### config.mk
export PLATFORM = sky130hd
export DESIGN_NAME = giom_ram
export DESIGN_NICKNAME = d
export VERILOG_FILES = /design/src/rtl/giom_ram.sv
export SDC_FILE = /design/constraint.sdc
export NUM_CORES = 1
export LEC_CHECK = 0
export BUFFER_PORTS_ARGS = -buffer_cell sky130_fd_sc_hd__buf_2
export CELL_PAD_IN_SITES_DETAIL_PLACEMENT = 0
export CELL_PAD_IN_SITES_GLOBAL_PLACEMENT = 1
export CORE_ASPECT_RATIO = 0.6
export CORE_MARGIN = 2
export CORE_UTILIZATION = 56
export CTS_CLUSTER_DIAMETER = 40
export DETAILED_ROUTE_END_ITERATION = 10
export HOLD_SLACK_MARGIN = 0.06
export PLACE_DENSITY = 0.79
export SKIP_CTS_REPAIR_TIMING = 1
export SYNTH_ARGS = -nofsm -noshare
export SYNTH_HDL_FRONTEND = slang
export SYNTH_SLANG_ARGS = --single-unit
### constraint.sdc
create_clock -name clk -period 2.4 [get_ports clk]
set_input_delay 0.36 -clock clk [delete_from_list [all_inputs] [get_ports clk]]
set_output_delay 0.36 -clock clk [all_outputs]
set_load 0.03 [all_outputs]
### src/rtl/giom_ram.sv
// generic simple dual-port ram with registered read
module giom_ram #(
    parameter int WIDTH = 8,
    parameter int DEPTH = 64
) (
    input  logic                                 clk,
    input  logic                                 wr_en,
    input  logic [((DEPTH > 1) ? $clog2(DEPTH) : 1)-1:0] wr_addr,
    input  logic [WIDTH-1:0]                     wr_data,
    input  logic                                 rd_en,
    input  logic [((DEPTH > 1) ? $clog2(DEPTH) : 1)-1:0] rd_addr,
    output logic [WIDTH-1:0]                     rd_data
);

    logic [WIDTH-1:0] mem [DEPTH];

    always_ff @(posedge clk)
    begin
        if (wr_en)
        begin
            mem[wr_addr] <= wr_data;
        end
        if (rd_en)
        begin
            rd_data <= mem[rd_addr];
        end
    end

endmodule
-- Yosys cells after proc, flatten, opt, wreduce, memory -nomap -nowiden
Memories as Yosys holds them, arrays and structs flattened. A register that Yosys moved wholly into a read port is not among the register bits.
Cells that the tools add are included.
- multiplexer cells: 2
- operators by type and width (kind ; number):
    2-to-1 mux 1 bit ; 2
- input bits: 23
- memory bits (writable): 512
- bits in registers: 0
- output and inout bits: 8
- memories kept: 1
- word-level logic and storage cells: 3
- memories (name ; depth ; bits a word ; read ports ; clocked after memory_dff ; write ports ; RTL line ; text):
    mem ; 64 ; 8 ; 1 ; 1 ; 1 ; 15 ; logic [WIDTH-1:0] mem [DEPTH];

-- Logic depth before layout (Yosys ltp)
- depth in word-level cells: 2
- mapped depth: 9
- mapped depth without buffers: 5

-- Worst setup path after synthesis
Ideal clock, no wire load.
- path type: in2reg
- start point: input rd_addr[1] (netlist name)
- end point: register rd_data[3], read port of mem, data pin
- setup time: 0.266 ns
- data required time: 2.134 ns
- path slack: 0.234 ns
- buffers on the path: 3
- arrival: 1.900 ns
- stages on the path: 7
- path through: buf_4 -> buf_2 -> buf_2 -> mux4_2 -> mux4_2 -> o21ai_1 -> o41ai_1
- RTL lines (item ; RTL line ; text):
    from (decl) ; 11 ; input logic [((DEPTH > 1) ? $clog2(DEPTH) : 1)-1:0] rd_addr,
    to (decl) ; 12 ; output logic [WIDTH-1:0] rd_data

==> impl_summary.md <==
Run status
The run finished with clean final reports.

Floorplan
The die area is about 38000 um2. The area of the core is between 30000 and 40000 um2. Pin placement for this block handled 31 I/O pins. The initial core utilization is between 50% and 60%. The die is ~150 um tall. After floorplanning, the core was divided into 53 placement rows. In this run the horizontal extent of the chip is approximately 250 um.

Final layout
The number of filler instances in the final layout is 2248. The number of nets in the finished design is roughly 1100. The repair_antennas step left the layout with diodes totalling 0. The post-route netlist has approximately 33% of its cells at a drive strength greater than 1.

After the flow finishes, the layout carries non-filler instances totaling ~1600. The area taken by flip-flops and latches is around 16000 um2. The multi-input combinational cells in the finished layout cover a total of ~4300 um2. The post-synthesis to final-layout area growth is 15.6%.

Synth
The number of synthesis warnings is 0. The post-synthesis average cell area is 21.5 um2. The number of synthesized flops with an enable pin is 520. The share of the Yosys chip area taken by registers is approximately 77%. The portion of synthesized cell area occupied by the leading cell type is between 70% and 80%. The synthesis-stage register bit count is 520. By count the netlist is led by edfxtp_1, mux4_2, nor2_1.

After synthesis, the share of flip-flops with an asynchronous set or reset is 0%. Summed over all instances, the cell type with the most area after synthesis is edfxtp_1. The net count after synthesis is approximately 960. In the post-synthesis netlist, the biggest area contributors are edfxtp_1, mux4_2, nor2_1. Synthesis handed over a netlist of 940 instances.

In the post-synthesis netlist, the cell with the most instances is edfxtp_1. The cell area after synthesis is slightly above 20000 um2. Synthesis instantiated 39 different standard cells from the library.

In the synthesized netlist the dominant register cell turns out to be edfxtp_1.

Worst setup path
The slowest library cell on the worst path is mux4_2. In this run the critical register-to-register path is launched from mem[24][6]. The number of cells traversed by the worst register-to-register path is 5.

The family of cells with the greatest summed delay on the critical path is multiplexers. Data on the critical path is required at its endpoint by approximately 2.7 ns. The data arrival time at the worst-slack endpoint is between 2 and 2.5 ns. The maximum fanout along the worst path is 1. STA classifies the critical path startpoint as a flop. The setup path with the least slack is of type flop to flop.

In this run the critical register-to-register path is captured at rd_data[6]. The number of buffer and inverter instances along the worst setup path is 0. The worst setup path is captured at a flop. The largest single stage delay on the critical path is between 0.4 and 0.5 ns.

Traced cell by cell, the critical path runs through mux4_2 -> mux2_2 -> o221a_2 -> nor3_1 -> o32ai_1. For flop-to-flop paths, the worst setup slack is between 0.3 and 0.4 ns.

STA
The setup skew after layout is approximately 0.03 ns. The relative max-transition margin is roughly half. Dividing the final minimum period by the clock period gives 86.9%. The final number of hold-violating endpoints came to 0.

The timing-limited maximum frequency is roughly 0.48 GHz. The clock period could shrink to around 2.1 ns. At the pin with the least slew margin, the transition time is approximately 0.75 ns. The post-layout worst setup margin is 0.314 ns. The number of slew-limit violations in the final report is 0. Setup repair after global routing left no endpoint under its margin. Setup violations remaining at the end of the flow were counted as 0.

Pwr
In this run switching power makes up 20.8% of total power. The combinational group share of total power is under 10%. The clock network is responsible for about two fifths of the overall power. Across the VDD grid, the largest voltage drop is roughly 0.00055 V. The fraction of power consumed by sequential logic is a little over half. Internal power comes to 14900 uW.

In this run the static leakage power is ~0.0076 uW. Dividing total power by cell area gives a power density of around 800 nW/um2. Summed over all nets, the switching power comes to roughly 4000 uW.

Global routing
The via count of the first global-routing pass is 9989. The wire length of the first global-routing pass is approximately 68 mm. Entering global routing, the biggest net connects 65 pins. Global routing used 25.5% of the available tracks across all layers. The initial antenna violation count is 1. The overflow left after global routing is 0.

CTS
Counting along the longest clock path gives a buffer depth of 3. The number of CTS-inserted buffers is 47. CTS saw 520 sinks. Clock tree synthesis selected as its root buffer the cell clkbuf_16. Clock-pin slew was measured on the worst setup and hold paths at around 0.07 ns. TritonCTS built the clock tree. The number of H-tree branching levels is 2. At the later pin of the worst-skew pair, clock insertion delay measures around 0.58 ns.

Drt
After detailed routing, the number of vias per cell comes to between 6 and 7. The number of iterations in the first detailed-routing pass is 5. The iteration-0 DRC count of the detailed router is around 1200. The routed layout has 10200 vias. After detailed routing, the total wire length is between 40 and 50 mm. The number of antenna-violating nets in the routed design is 0.

For this run, design rule violations remaining after detail routing come to 0. In the final routed layout, each cell accounts on average for 28.8 um.

Placed design
At the end of routability-driven placement, the weighted congestion stood at just over 0.8. Before CTS, the worst setup slack after placement is -0.149 ns. The HPWL after detailed placement is roughly 30 mm. The number of instances in the placed design is around 1500. The number of input and output port buffers inserted is 30.

Hold path
The worst hold path begins at rd_en. The path with the worst hold slack has its endpoint at rd_data[6]. The min-delay analysis places its worst path in the category primary input to flop.

Counting instances, the worst hold path has a depth of 1.

Job
Max-cap violations in this run came to 0.
[layout by cell type, fill, tap and decap left out, types with 4 or more instances in the layout]
cell type	count
clkinv_2	7
mux2_2	13
a211oi_1	4
nor2_1	83
edfxtp_1	520
nor2b_1	14
a221oi_1	6
clkinv_1	9
o221ai_1	8
o22ai_1	8
nor3_1	7
nand3_1	13
nand2b_1	7
mux4_2	126
nand2_1	19
buf_4	117
clkinvlp_4	5
clkbuf_1	6
bufinv_16	6
buf_2	27
mux2i_1	23
clkbuf_16	49
buf_12	15
[cell type report]
type                    instances  share of cell area, %
well taps                     467                   2.50
flip-flops and latches        520                   66.7
clock buffers                  55                   5.33
multi-input cells             369                   18.4
clock inverters                31                   1.38
repair buffers                160                   5.67
[per-stage QoR]
step           hold WS [ns]  utilization, %  setup TNS, ns  power, uW  cell area (um2)
6_report              0.162            66.4              0      18800            23400
5_1_grt               0.156            66.4              0      19300            23400
4_1_cts               0.145            66.4              0      18900            23400
3_5_place_dp          0.745            61.9         -0.703      11300            21800
3_3_place_gp          0.749            61.9         -0.631      11300            21800
2_1_floorplan         0.459               -              0      10800            20200
[kinds of logic (layout without fill, tap and decap cells)]
kind of cell	Yosys count	count (layout)	synth area share, %
AO/OA/AOI/OAI	54	54	2.06
buffers and inverters	51	246	1.56
flip-flops	520	520	77.1
AND/OR/NAND/NOR	153	153	3.37
multiplexers	162	162	15.9
[routing by layer]
| metal | wire, um | vias to the layer above | track usage [%] |
|---|---|---|---|
| met4 | 978 | 2 | 6.57 |
| met5 | 17 | - | 0 |
| met2 | 19800 | 574 | 35.8 |
| li1 | - | 4263 | - |
| met3 | 4820 | 67 | 5.28 |
| met1 | 20500 | 5297 | 41.2 |
[power by group through the flow]
stage	Sequential [uW]	Combinational (uW)	Clock, uW
after floorplan	10300	536	0
after global placement	10300	1020	0
after detailed placement	10300	1040	0
after CTS	10100	1040	7750
after global routing	10100	1100	8110
final	10100	1040	7650
[flip-flops by register name, indices dropped and copies added (netlist names)]
| signal | flops |
|---|---|
| rd_data | 8 |
| mem | 512 |
[worst max-delay path by stage]
stage / from / to / slack, ns / cells after the start
6_report: mem[24][6] / rd_data[6] / 0.31 / 5
5_1_grt: mem[1][3] / rd_data[3] / 0.21 / 5
4_1_cts: mem[24][6] / rd_data[6] / 0.30 / 5
3_5_place_dp: rd_addr[0] / rd_data[6] / -0.15 / 7
3_3_place_gp: rd_addr[0] / rd_data[6] / -0.16 / 7
2_1_floorplan: rd_addr[1] / rd_data[3] / 0.23 / 7
Power figures use the tool's default switching activity.
